===== config.mk =====
export PLATFORM = sky130hd
export DESIGN_NAME = console_cursor_controller
export DESIGN_NICKNAME = d
export VERILOG_FILES = /design/src/rtl/core/ccc_pkg.sv /design/src/rtl/core/ccc_regs.sv /design/src/rtl/core/ccc_front.sv /design/src/rtl/core/ccc_cmd_queue.sv /design/src/rtl/core/ccc_back.sv /design/src/rtl/core/console_cursor_controller.sv
export SDC_FILE = /design/constraint.sdc
export NUM_CORES = 1
export LEC_CHECK = 0
export ABC_AREA = 0
export BUFFER_PORTS_ARGS = -buffer_cell sky130_fd_sc_hd__buf_4
export CAP_MARGIN = 15
export CELL_PAD_IN_SITES_DETAIL_PLACEMENT = 2
export CELL_PAD_IN_SITES_GLOBAL_PLACEMENT = 2
export CORE_ASPECT_RATIO = 2
export CORE_MARGIN = 5
export CORE_UTILIZATION = 45
export CTS_CLUSTER_DIAMETER = 40
export DETAILED_ROUTE_END_ITERATION = 16
export PLACE_DENSITY_LB_ADDON = 0.1
export SYNTH_ARGS = -nofsm -noshare
export SYNTH_HDL_FRONTEND = slang
export SYNTH_HIERARCHICAL = 1
export SYNTH_SLANG_ARGS = --single-unit

===== constraint.sdc =====
create_clock -name clk -period 22.4 [get_ports clk]
set_input_delay 3.36 -clock clk [delete_from_list [all_inputs] [get_ports clk]]
set_output_delay 3.36 -clock clk [all_outputs]
set_load 0.01 [all_outputs]

===== src/rtl/core/ccc_pkg.sv =====
// Shared types and constants for the console cursor controller.
// No dependencies; every other file of the block refers to this package by scoped names.
package ccc_pkg;

  // Default console count for the top-level parameter.
  localparam int CONSOLES_DEF = 4;
  // Column step of a tab.
  localparam int TAB_STEP = 8;

  // Depth of the command queue between the front and back parts.
  localparam int QUEUE_DEPTH = 4;
  localparam int QUEUE_PTR_W = 2;

  // Configuration port.
  localparam int ADDR_W = 5;
  localparam int DATA_W = 32;

  // Register indexes (byte address is four times the index).
  localparam logic [2:0] REG_LEFT_MARGIN   = 3'd0;
  localparam logic [2:0] REG_RIGHT_MARGIN  = 3'd1;
  localparam logic [2:0] REG_TOP_MARGIN    = 3'd2;
  localparam logic [2:0] REG_BOTTOM_MARGIN = 3'd3;
  localparam logic [2:0] REG_GLYPH_WIDTH   = 3'd4;
  localparam logic [2:0] REG_GLYPH_HEIGHT  = 3'd5;
  localparam logic [2:0] REG_TERMINAL_MODE = 3'd6;
  localparam logic [2:0] REG_VERBOSE_MODE  = 3'd7;

  // Register reset values.
  localparam logic [7:0] LEFT_MARGIN_RST   = 8'd0;
  localparam logic [7:0] RIGHT_MARGIN_RST  = 8'd80;
  localparam logic [7:0] TOP_MARGIN_RST    = 8'd0;
  localparam logic [7:0] BOTTOM_MARGIN_RST = 8'd25;
  localparam logic [5:0] GLYPH_WIDTH_RST   = 6'd8;
  localparam logic [5:0] GLYPH_HEIGHT_RST  = 6'd8;

  // Character codes with special meaning.
  localparam logic [7:0] CH_BS  = 8'd8;
  localparam logic [7:0] CH_TAB = 8'd9;
  localparam logic [7:0] CH_LF  = 8'd10;
  localparam logic [7:0] CH_FF  = 8'd12;
  localparam logic [7:0] CH_CR  = 8'd13;

  // Result kinds.
  localparam logic KIND_SCROLL = 1'b0;
  localparam logic KIND_DRAW   = 1'b1;

  // Largest pixel coordinate; larger products saturate here.
  localparam logic [12:0] PIXEL_MAX = 13'd8191;

  typedef struct packed {
    logic [7:0]  left_margin;
    logic [7:0]  right_margin;
    logic [7:0]  top_margin;
    logic [7:0]  bottom_margin;
    logic [5:0]  glyph_width;
    logic [5:0]  glyph_height;
    logic        terminal_mode;
    logic        verbose_mode;
  } cfg_t;

  typedef struct packed {
    logic [7:0]  char_code;
    logic [1:0]  console_index;
    logic [31:0] fg_color;
  } char_item_t;

  typedef struct packed {
    logic        kind;
    logic [12:0] pixel_x;
    logic [12:0] pixel_y;
    logic [7:0]  glyph;
    logic        opaque;
    logic [31:0] draw_color;
    logic [1:0]  target_console;
    logic        last;
  } result_t;

  // One classified character as handed from the front to the back.
  typedef struct packed {
    logic        scroll;
    logic        draw;
    logic [7:0]  col;
    logic [7:0]  row;
    logic [7:0]  glyph;
    logic        opaque;
    logic [31:0] color;
    logic [1:0]  console;
  } cmd_t;

endpackage


===== src/rtl/core/ccc_regs.sv =====
// Configuration register file with an APB-style slave port.
// Depends on ccc_pkg for the register map, reset values and cfg_t.
module ccc_regs (
  input  logic                       clk,
  input  logic                       rst,
  input  logic                       psel,
  input  logic                       penable,
  input  logic                       pwrite,
  input  logic [ccc_pkg::ADDR_W-1:0] paddr,
  input  logic [ccc_pkg::DATA_W-1:0] pwdata,
  output logic [ccc_pkg::DATA_W-1:0] prdata,
  output logic                       pready,
  output ccc_pkg::cfg_t              cfg
);

  logic [2:0] reg_index;
  logic       wr_en;

  assign reg_index = paddr[4:2];
  assign pready    = 1'b1;
  assign wr_en     = psel && penable && pwrite;

  always_ff @(posedge clk) begin
    if (rst) begin
      cfg.left_margin   <= ccc_pkg::LEFT_MARGIN_RST;
      cfg.right_margin  <= ccc_pkg::RIGHT_MARGIN_RST;
      cfg.top_margin    <= ccc_pkg::TOP_MARGIN_RST;
      cfg.bottom_margin <= ccc_pkg::BOTTOM_MARGIN_RST;
      cfg.glyph_width   <= ccc_pkg::GLYPH_WIDTH_RST;
      cfg.glyph_height  <= ccc_pkg::GLYPH_HEIGHT_RST;
      cfg.terminal_mode <= 1'b0;
      cfg.verbose_mode  <= 1'b0;
    end else if (wr_en) begin
      unique case (reg_index)
        ccc_pkg::REG_LEFT_MARGIN:   cfg.left_margin   <= pwdata[7:0];
        ccc_pkg::REG_RIGHT_MARGIN:  cfg.right_margin  <= pwdata[7:0];
        ccc_pkg::REG_TOP_MARGIN:    cfg.top_margin    <= pwdata[7:0];
        ccc_pkg::REG_BOTTOM_MARGIN: cfg.bottom_margin <= pwdata[7:0];
        ccc_pkg::REG_GLYPH_WIDTH:   cfg.glyph_width   <= pwdata[5:0];
        ccc_pkg::REG_GLYPH_HEIGHT:  cfg.glyph_height  <= pwdata[5:0];
        ccc_pkg::REG_TERMINAL_MODE: cfg.terminal_mode <= pwdata[0];
        ccc_pkg::REG_VERBOSE_MODE:  cfg.verbose_mode  <= pwdata[0];
        default: ;
      endcase
    end
  end

  always_comb begin
    unique case (reg_index)
      ccc_pkg::REG_LEFT_MARGIN:   prdata = 32'(cfg.left_margin);
      ccc_pkg::REG_RIGHT_MARGIN:  prdata = 32'(cfg.right_margin);
      ccc_pkg::REG_TOP_MARGIN:    prdata = 32'(cfg.top_margin);
      ccc_pkg::REG_BOTTOM_MARGIN: prdata = 32'(cfg.bottom_margin);
      ccc_pkg::REG_GLYPH_WIDTH:   prdata = 32'(cfg.glyph_width);
      ccc_pkg::REG_GLYPH_HEIGHT:  prdata = 32'(cfg.glyph_height);
      ccc_pkg::REG_TERMINAL_MODE: prdata = 32'(cfg.terminal_mode);
      ccc_pkg::REG_VERBOSE_MODE:  prdata = 32'(cfg.verbose_mode);
      default:                    prdata = '0;
    endcase
  end

endmodule


===== src/rtl/core/ccc_front.sv =====
// Front part: accepts characters, keeps the per-console cursors and the last
// character, and queues a command for every character that yields results. Uses ccc_pkg.
module ccc_front #(
  parameter int CONSOLES = ccc_pkg::CONSOLES_DEF
) (
  input  logic                clk,
  input  logic                rst,
  input  ccc_pkg::cfg_t       cfg,
  input  logic                push,
  input  ccc_pkg::char_item_t char_item,
  input  logic                queue_full,
  output logic                cmd_push,
  output ccc_pkg::cmd_t       cmd
);

  localparam int IDX_W = (CONSOLES > 1) ? $clog2(CONSOLES) : 1;

  logic [7:0] cursor_col [CONSOLES];
  logic [7:0] cursor_row [CONSOLES];
  logic [7:0] previous_char;

  logic [IDX_W-1:0] idx;
  logic             in_range;
  logic             accept;
  logic [7:0]       cur_x;
  logic [7:0]       cur_y;
  logic [7:0]       col_next;
  logic [7:0]       row_next;
  logic [7:0]       right_lim;
  logic [7:0]       bottom_lim;
  logic [8:0]       tab_sum;
  logic             scroll;
  logic             draw;
  logic [7:0]       c;

  assign c        = char_item.char_code;
  assign idx      = IDX_W'(char_item.console_index);
  assign in_range = 32'(char_item.console_index) < CONSOLES;
  assign accept   = push && !queue_full && in_range;
  assign cur_x    = cursor_col[idx];
  assign cur_y    = cursor_row[idx];

  assign right_lim  = (cfg.right_margin == 8'd0) ? 8'd0 : cfg.right_margin - 8'd1;
  assign bottom_lim = (cfg.bottom_margin == 8'd0) ? 8'd0 : cfg.bottom_margin - 8'd1;
  assign tab_sum    = {1'b0, cur_x} + 9'(ccc_pkg::TAB_STEP);

  always_comb begin
    col_next = cur_x;
    row_next = cur_y;
    scroll   = 1'b0;
    draw     = 1'b0;
    priority if (c == ccc_pkg::CH_FF) begin
      col_next = cfg.left_margin;
      row_next = cfg.top_margin;
    end else if (c == ccc_pkg::CH_LF) begin
      if (cur_y >= bottom_lim) begin
        scroll   = 1'b1;
        col_next = cfg.left_margin;
        row_next = bottom_lim;
      end else begin
        row_next = cur_y + 8'd1;
        if (previous_char == ccc_pkg::CH_CR || cfg.terminal_mode || cfg.verbose_mode) begin
          col_next = cfg.left_margin;
        end
      end
    end else if (c == ccc_pkg::CH_TAB) begin
      col_next = tab_sum[8] ? 8'd255 : tab_sum[7:0];
    end else if (c == ccc_pkg::CH_CR) begin
      col_next = cfg.left_margin;
    end else if (c == ccc_pkg::CH_BS) begin
      col_next = (cur_x > cfg.left_margin) ? cur_x - 8'd1 : cfg.left_margin;
    end else begin
      draw = 1'b1;
      // Wrap to the next line at the right margin; the row stops at 255.
      if (cur_x >= right_lim) begin
        col_next = cfg.left_margin;
        row_next = (cur_y == 8'd255) ? cur_y : cur_y + 8'd1;
      end else begin
        col_next = cur_x + 8'd1;
      end
      if (row_next >= cfg.bottom_margin) begin
        scroll   = 1'b1;
        col_next = cfg.left_margin;
        row_next = bottom_lim;
      end
    end
  end

  assign cmd_push    = accept && (scroll || draw);
  assign cmd.scroll  = scroll;
  assign cmd.draw    = draw;
  assign cmd.col     = col_next;
  assign cmd.row     = row_next;
  assign cmd.glyph   = c;
  assign cmd.opaque  = cfg.terminal_mode;
  assign cmd.color   = cfg.terminal_mode ? 32'd0 : char_item.fg_color;
  assign cmd.console = char_item.console_index;

  always_ff @(posedge clk) begin
    if (rst) begin
      for (int i = 0; i < CONSOLES; i++) begin
        cursor_col[i] <= '0;
        cursor_row[i] <= '0;
      end
      previous_char <= '0;
    end else if (accept) begin
      cursor_col[idx] <= col_next;
      cursor_row[idx] <= row_next;
      if (c != ccc_pkg::CH_FF) begin
        previous_char <= c;
      end
    end
  end

endmodule


===== src/rtl/core/ccc_cmd_queue.sv =====
// Short command queue between the front and back parts.
// Depends on ccc_pkg for cmd_t and the queue depth.
module ccc_cmd_queue (
  input  logic          clk,
  input  logic          rst,
  input  logic          wr_en,
  input  ccc_pkg::cmd_t wr_data,
  input  logic          rd_en,
  output ccc_pkg::cmd_t rd_data,
  output logic          full,
  output logic          empty
);

  ccc_pkg::cmd_t                   slots [ccc_pkg::QUEUE_DEPTH];
  logic [ccc_pkg::QUEUE_PTR_W-1:0] wr_ptr;
  logic [ccc_pkg::QUEUE_PTR_W-1:0] rd_ptr;
  logic [ccc_pkg::QUEUE_PTR_W:0]   count;

  assign full    = count == (ccc_pkg::QUEUE_PTR_W + 1)'(ccc_pkg::QUEUE_DEPTH);
  assign empty   = count == '0;
  assign rd_data = slots[rd_ptr];

  always_ff @(posedge clk) begin
    if (wr_en) begin
      slots[wr_ptr] <= wr_data;
    end
  end

  always_ff @(posedge clk) begin
    if (rst) begin
      wr_ptr <= '0;
      rd_ptr <= '0;
      count  <= '0;
    end else begin
      if (wr_en) begin
        wr_ptr <= wr_ptr + 1'b1;
      end
      if (rd_en) begin
        rd_ptr <= rd_ptr + 1'b1;
      end
      unique case ({wr_en, rd_en})
        2'b10:   count <= count + 1'b1;
        2'b01:   count <= count - 1'b1;
        default: count <= count;
      endcase
    end
  end

endmodule


===== src/rtl/core/ccc_back.sv =====
// Back part: turns queued commands into scroll and draw results, scaling the
// cursor to pixels, and holds the result on the output register. Uses ccc_pkg.
module ccc_back (
  input  logic             clk,
  input  logic             rst,
  input  ccc_pkg::cfg_t    cfg,
  input  logic             queue_empty,
  input  ccc_pkg::cmd_t    queue_data,
  output logic             queue_pop,
  output logic             empty,
  input  logic             pop,
  output ccc_pkg::result_t result
);

  typedef struct packed {
    logic        scroll;
    logic        draw;
    logic [12:0] px;
    logic [12:0] py;
    logic [7:0]  glyph;
    logic        opaque;
    logic [31:0] color;
    logic [1:0]  console;
  } stage_t;

  stage_t           stage;
  logic             stage_valid;
  logic             out_valid;
  ccc_pkg::result_t res_next;
  logic             out_load;
  logic             stage_emit;
  logic             stage_done;
  logic             stage_free;
  logic [13:0]      prod_x;
  logic [13:0]      prod_y;

  assign prod_x = 14'(queue_data.col) * 14'(cfg.glyph_width);
  assign prod_y = 14'(queue_data.row) * 14'(cfg.glyph_height);

  assign out_load   = !out_valid || pop;
  assign stage_emit = stage_valid && out_load;
  // A pending scroll goes out first; the draw, if any, follows it from the same stage.
  assign stage_done = !stage.scroll || !stage.draw;
  assign stage_free = !stage_valid || (stage_emit && stage_done);
  assign queue_pop  = !queue_empty && stage_free;
  assign empty      = !out_valid;

  always_comb begin
    res_next.target_console = stage.console;
    if (stage.scroll) begin
      res_next.kind       = ccc_pkg::KIND_SCROLL;
      res_next.pixel_x    = '0;
      res_next.pixel_y    = '0;
      res_next.glyph      = '0;
      res_next.opaque     = 1'b0;
      res_next.draw_color = '0;
      res_next.last       = !stage.draw;
    end else begin
      res_next.kind       = ccc_pkg::KIND_DRAW;
      res_next.pixel_x    = stage.px;
      res_next.pixel_y    = stage.py;
      res_next.glyph      = stage.glyph;
      res_next.opaque     = stage.opaque;
      res_next.draw_color = stage.color;
      res_next.last       = 1'b1;
    end
  end

  always_ff @(posedge clk) begin
    if (rst) begin
      stage_valid <= 1'b0;
      out_valid   <= 1'b0;
    end else begin
      if (queue_pop) begin
        stage_valid <= 1'b1;
      end else if (stage_free) begin
        stage_valid <= 1'b0;
      end
      if (stage_emit) begin
        out_valid <= 1'b1;
      end else if (pop) begin
        out_valid <= 1'b0;
      end
    end
  end

  always_ff @(posedge clk) begin
    if (queue_pop) begin
      stage.scroll  <= queue_data.scroll;
      stage.draw    <= queue_data.draw;
      stage.px      <= prod_x[13] ? ccc_pkg::PIXEL_MAX : prod_x[12:0];
      stage.py      <= prod_y[13] ? ccc_pkg::PIXEL_MAX : prod_y[12:0];
      stage.glyph   <= queue_data.glyph;
      stage.opaque  <= queue_data.opaque;
      stage.color   <= queue_data.color;
      stage.console <= queue_data.console;
    end else if (stage_emit) begin
      stage.scroll <= 1'b0;
    end
    if (stage_emit) begin
      result <= res_next;
    end
  end

endmodule


===== src/rtl/core/console_cursor_controller.sv =====
// Top level of the console cursor controller: register file, front, command queue and back.
// Depends on ccc_pkg, ccc_regs, ccc_front, ccc_cmd_queue and ccc_back.
//
// A character is accepted every cycle while full is low; full rises only when
// the four-entry command queue is full. Cursor updates are done in the cycle
// of acceptance, so characters that move the cursor without output add nothing
// to the queue, although they too wait while full is high. Characters that
// yield output pass through the queue, a pixel scaling stage and the output
// register. The back part delivers one result per cycle while pop is held, so a
// printable character yields one result, or two when it scrolls. Configuration
// is to be written only while the block is idle.
module console_cursor_controller #(
  parameter int CONSOLES = ccc_pkg::CONSOLES_DEF
) (
  input  logic                       clk,
  input  logic                       rst,
  input  logic                       push,
  output logic                       full,
  input  ccc_pkg::char_item_t        char_item,
  output logic                       empty,
  input  logic                       pop,
  output ccc_pkg::result_t           result,
  input  logic                       psel,
  input  logic                       penable,
  input  logic                       pwrite,
  input  logic [ccc_pkg::ADDR_W-1:0] paddr,
  input  logic [ccc_pkg::DATA_W-1:0] pwdata,
  output logic [ccc_pkg::DATA_W-1:0] prdata,
  output logic                       pready
);

  ccc_pkg::cfg_t cfg;
  ccc_pkg::cmd_t cmd;
  ccc_pkg::cmd_t queue_data;
  logic          cmd_push;
  logic          queue_full;
  logic          queue_empty;
  logic          queue_pop;

  assign full = queue_full;

  ccc_regs u_regs (
    .clk     (clk),
    .rst     (rst),
    .psel    (psel),
    .penable (penable),
    .pwrite  (pwrite),
    .paddr   (paddr),
    .pwdata  (pwdata),
    .prdata  (prdata),
    .pready  (pready),
    .cfg     (cfg)
  );

  ccc_front #(
    .CONSOLES (CONSOLES)
  ) u_front (
    .clk        (clk),
    .rst        (rst),
    .cfg        (cfg),
    .push       (push),
    .char_item  (char_item),
    .queue_full (queue_full),
    .cmd_push   (cmd_push),
    .cmd        (cmd)
  );

  ccc_cmd_queue u_queue (
    .clk     (clk),
    .rst     (rst),
    .wr_en   (cmd_push),
    .wr_data (cmd),
    .rd_en   (queue_pop),
    .rd_data (queue_data),
    .full    (queue_full),
    .empty   (queue_empty)
  );

  ccc_back u_back (
    .clk         (clk),
    .rst         (rst),
    .cfg         (cfg),
    .queue_empty (queue_empty),
    .queue_data  (queue_data),
    .queue_pop   (queue_pop),
    .empty       (empty),
    .pop         (pop),
    .result      (result)
  );

endmodule


==> summary.log <==
INFO  status         outcome=finished clean
INFO  clock_tree     cts.htree.levels=2
INFO  clock_tree     postCtsResizedCells=0
INFO  clock_tree     postCtsSetupRepairBufs=0
INFO  critical_path  cp_max_fo=26
INFO  critical_path  timing_worst_setup_path_type=input port to register
INFO  critical_path  crit_path_top_delay_cell=sky130_fd_sc_hd__mux4_2
INFO  clock_tree     ctsLongestPathBuffers=3
INFO  timing         post-route-min-period=9.41ns
INFO  timing         timing_worst_slew_pin_value=1.14ns
INFO  drt            route.detailed.drc=0
INFO  floorplanning  die-width=179um
INFO  drt            dr_total_vias=16,385
INFO  grt            grt_pass1_wl=122,000um
INFO  grt            antenna_found_initial=1
INFO  drt            dr.first_iter.drc_count=1,089
INFO  critical_path  setup.reg_to_reg.worst_slack=15.46ns
INFO  synth          yosys_warnings=6
INFO  drt            detailedRoute.firstPassIterationCount=5
INFO  place          port_buffers=140
INFO  floorplanning  floorplan.initialDensity=45.4%
INFO  grt            busiest_layer=met2
INFO  place          dpl.hpwl=57,700um
INFO  critical_path  worst_setup_path_endpoint=u_queue/count[2]$_SDFFE_PP0P_
INFO  critical_path  worst_setup_path_startpoint=char_item[32]
INFO  clock_tree     root_buffer=sky130_fd_sc_hd__clkbuf_16
INFO  synth          synth_area=0.0256sqmm
INFO  critical_path  cpPeakStageDelay=0.72ns
INFO  power          p_comb_share=27.9%
INFO  timing         skew=0.0410ns
INFO  synth          synthCells=1,926
INFO  critical_path  critPathRequiredTime=22.90ns
INFO  finish         most-common-layout-cells=450 x sky130_fd_sc_hd__edfxtp_1, 158 x sky130_fd_sc_hd__buf_4, 142 x sky130_fd_sc_hd__nand2_1, 142 x sky130_fd_sc_hd__inv_1, 127 x sky130_fd_sc_hd__nor2_1
INFO  drt            drt-total-wl=82,100um
INFO  synth          ys_seq_elements=515
INFO  timing         final_max_slew_viol_count=0
INFO  timing         sum_of_negative_setup_slack=0ns
INFO  place          gpl.final_weighted_congestion=0.854
INFO  synth          synth_cell_type_count=91
INFO  power          leakagePower=0.0107uW
INFO  synth          number_of_flops_mapped_to_enable_cells_by_yosys=450
INFO  place          post-place-cells=2,745
INFO  floorplanning  die_area=0.0620sqmm
INFO  grt            met3_use_gr=2.59%
INFO  power          power_switching=996uW
INFO  clock_tree     clk_pin_slew=0.07ns
INFO  synth          netlist.top_cell.by_area=sky130_fd_sc_hd__edfxtp_1
INFO  critical_path  number_of_logic_stages_on_the_critical_path_including_buffering=23
INFO  critical_path  ordered_list_of_cells_on_the_worst_path=buf_4, mux4_2, ha_1, a21o_1, a221oi_1, o21a_1, nor2_1, xnor2_1, ha_1, nand2b_1, a2111oi_2, o31ai_1, buf_4, nand3_1, a21o_1, a21oi_1, inv_1, ha_1, inv_1, fa_1, xor2_1, or3_1, a21oi_1
INFO  clock_tree     clkLatencyLatePin=0.60ns
INFO  clock_tree     clock_tree_from_tritoncts=built
INFO  run            timing.max_cap.violations=0
INFO  drt            average_detailed_routed_wire_length_per_instance=29.0um
INFO  grt            grt_max_degree=75
INFO  critical_path  crit_buf_inv=4
INFO  timing         grt_setup_unrepaired=no
INFO  clock_tree     cts.sink_count=515
INFO  critical_path  crit_path_frequent_cell=sky130_fd_sc_hd__ha_1
INFO  critical_path  worst-r2r-cell-count=27
INFO  finish         layoutNonFillerInstCount=2,834
INFO  power          sequentialPowerShare=45.8%
INFO  critical_path  rr_startpoint=u_regs/cfg[31]$_SDFFE_PP0P_
INFO  synth          synthDominantCellAreaShare=52.8%
INFO  power          power.clock.fraction=26.4%
INFO  critical_path  critPathArrivalTime=9.91ns
INFO  critical_path  regToRegEndpoint=u_queue/count[2]$_SDFFE_PP0P_
INFO  power          power.switching_fraction=32.5%
INFO  critical_path  cp_top_family=compound AO/OA/AOI/OAI gates
INFO  finish         drive_gt1_share=17.1%
INFO  grt            globalRouteOverflowTotal=0
INFO  min_path       holdCritPathClass=register to register
INFO  timing         maximum_clock_rate=0.106GHz
INFO  grt            track_usage=26.4%
INFO  timing         timing.final.crit_share=42.0%
INFO  synth          async_reset_ff_share=0%
INFO  finish         area_growth=11.7%
INFO  floorplanning  top_level_ports=192
INFO  grt            groute.layer.met2.usage=51.6%
INFO  power          cell_internal_pwr=2070uW
INFO  drt            post_route_antenna_net_violation_count=0
INFO  power          powerDensity=107mW/mm^2
INFO  floorplanning  die_height=347um
INFO  synth          avgSynthCellArea=13.3squm
INFO  critical_path  worst_setup_path_start_kind=input port
INFO  finish         most_common_cell_after_layout_fill_and_taps_aside=sky130_fd_sc_hd__edfxtp_1
INFO  drt            via_per_inst=5.78
INFO  power          vdd_ir_drop_max=0.0704mV
INFO  grt            first_global_vias=18,984
INFO  synth          synth_seq_area_share=57.9%
INFO  grt            groute.layer.met1.usage=27.6%
INFO  critical_path  end_kind=register
INFO  synth          dominantRegCellSynth=sky130_fd_sc_hd__edfxtp_1
INFO  finish         nets=2,271
INFO  clock_tree     cts_stage_hold_buffer_count=0
INFO  timing         finalHoldViolations=0
INFO  timing         report.final.setup_viol=0
INFO  synth          yosys-top-cells-area=sky130_fd_sc_hd__edfxtp_1 53%, sky130_fd_sc_hd__mux4_2 6.9%, sky130_fd_sc_hd__dfxtp_1 5.1%, sky130_fd_sc_hd__ha_1 4.3%, sky130_fd_sc_hd__fa_1 4.0%
INFO  timing         timing.max_slew.rel_slack=23.3%
INFO  finish         fill_cells=5,466
INFO  floorplanning  fp.coreArea=0.0563sqmm
INFO  floorplanning  num_rows=123
INFO  clock_tree     cts_made_buffers=49
[routing by layer]
layer,wire length (um),up-vias
met5,0,-
met4,4320,0
met3,2840,172
met2,46800,474
met1,28200,8598
li1,-,7141
[sequential cells by signal, summed over array words and instances (netlist names), named ones only]
name and flops:
u_front/cursor_col 32, u_queue/count 3, u_queue/wr_ptr 2, u_back/stage 69, u_back/out_valid 1, u_front/cursor_row 32
u_regs/cfg 46, u_back/res_next 2, u_front/previous_char 8, u_back/result 71, u_queue/rd_ptr 2, u_back/stage_valid 1
u_queue/slots 244
[final cells by class]
class	instances	area (sq um)	share of cell area, %
clock inverter	30	246	0.863
sequential	515	14800	51.9
tap	750	938	3.28
inverter	142	533	1.87
multi-input combinational	1180	9590	33.6
clock buffer	58	1260	4.41
timing repair buffer	158	1190	4.15
antenna	1	2.50	0.00876
[kinds of logic after synthesis]
logic type               Yosys count  share of synthesized area, %
adder cells (fa/ha/maj)          139                          8.30
buffers and inverters            254                          5.01
AO/OA/AOI/OAI                    259                          6.88
XOR/XNOR                          39                          1.34
AND/OR/NAND/NOR                  613                          12.5
other                              2                        0.0294
flip-flops                       515                          57.9
multiplexers                     105                          8.03
[per-stage QoR]
stage / power, uW / util, % / setup WS (ns) / area, sq um / hold WS (ns)
floorplan: 1940 / - / 12.84 / 25700 / 0.400
global placement: 2160 / 48.1 / 12.79 / 27100 / 0.407
detailed placement: 2270 / 48.1 / 12.47 / 27100 / 0.424
CTS: 3100 / 50.7 / 13.04 / 28600 / 0.416
global route: 3200 / 50.7 / 12.63 / 28600 / 0.429
finish: 3060 / 50.7 / 12.99 / 28600 / 0.421
[synth_stat cells, types with 20 or more instances]
cell type                    n
sky130_fd_sc_hd__a21oi_1    96
sky130_fd_sc_hd__nand2_1   142
sky130_fd_sc_hd__o21ai_0    31
sky130_fd_sc_hd__inv_1     142
sky130_fd_sc_hd__mux2i_1    20
sky130_fd_sc_hd__fa_1       51
sky130_fd_sc_hd__buf_4      42
sky130_fd_sc_hd__dfxtp_1    65
sky130_fd_sc_hd__nand2b_1   28
sky130_fd_sc_hd__edfxtp_1  450
sky130_fd_sc_hd__xnor2_1    22
sky130_fd_sc_hd__and2_1     82
sky130_fd_sc_hd__mux4_2     78
sky130_fd_sc_hd__nor2b_1   113
sky130_fd_sc_hd__a21o_1     20
sky130_fd_sc_hd__ha_1       88
sky130_fd_sc_hd__buf_2      23
sky130_fd_sc_hd__nand3_1    27
sky130_fd_sc_hd__nor3_1     28
sky130_fd_sc_hd__clkbuf_1   32
sky130_fd_sc_hd__nor2_1    127
[how the worst min path moves through the flow]
| stage | from | endpoint | slack, ns | cells past startpoint |
|---|---|---|---|---|
| finish | u_back/res_next[1]$_DFFE_PP_ | u_back/result[1]$_DFFE_PP_ | 0.42 | 0 |
| global route | u_back/res_next[2]$_DFFE_PP_ | u_back/result[2]$_DFFE_PP_ | 0.43 | 0 |
| CTS | u_back/res_next[2]$_DFFE_PP_ | u_back/result[2]$_DFFE_PP_ | 0.42 | 0 |
| detailed placement | u_back/res_next[2]$_DFFE_PP_ | u_back/result[2]$_DFFE_PP_ | 0.42 | 0 |
| global placement | u_back/res_next[2]$_DFFE_PP_ | u_back/result[2]$_DFFE_PP_ | 0.41 | 0 |
| floorplan | u_back/res_next[1]$_DFFE_PP_ | u_back/result[1]$_DFFE_PP_ | 0.40 | 0 |
[worst reg2reg max path: stages, from the launching register on]
cell and delay, ns:
sky130_fd_sc_hd__dfxtp_1 0.42, sky130_fd_sc_hd__inv_1 0.13, sky130_fd_sc_hd__ha_1 0.25, sky130_fd_sc_hd__nand2_1 0.11
sky130_fd_sc_hd__nor3_1 0.20, sky130_fd_sc_hd__nand2_1 0.08, sky130_fd_sc_hd__mux2_2 0.28, sky130_fd_sc_hd__ha_1 0.31
sky130_fd_sc_hd__a21o_1 0.17, sky130_fd_sc_hd__a221oi_1 0.44, sky130_fd_sc_hd__o21a_1 0.42, sky130_fd_sc_hd__nor2_1 0.19
sky130_fd_sc_hd__xnor2_1 0.23, sky130_fd_sc_hd__ha_1 0.27, sky130_fd_sc_hd__nand2b_1 0.17, sky130_fd_sc_hd__a2111oi_2 0.51
sky130_fd_sc_hd__o31ai_1 0.11, sky130_fd_sc_hd__buf_4 0.18, sky130_fd_sc_hd__nand3_1 0.11, sky130_fd_sc_hd__a21o_1 0.49
sky130_fd_sc_hd__a21oi_1 0.34, sky130_fd_sc_hd__inv_1 0.16, sky130_fd_sc_hd__ha_1 0.21, sky130_fd_sc_hd__inv_1 0.07
sky130_fd_sc_hd__fa_1 0.38, sky130_fd_sc_hd__xor2_1 0.16, sky130_fd_sc_hd__or3_1 0.31, sky130_fd_sc_hd__a21oi_1 0.15
[power groups by stage]
stage | logic (uW) | registers [uW] | clock network [uW]
2_1_floorplan | 538 | 1410 | 0
6_report | 853 | 1400 | 807
3_3_place_gp | 777 | 1390 | 0
3_5_place_dp | 847 | 1420 | 0
5_1_grt | 919 | 1420 | 868
4_1_cts | 866 | 1410 | 828
(Power assumes the default switching activity.)
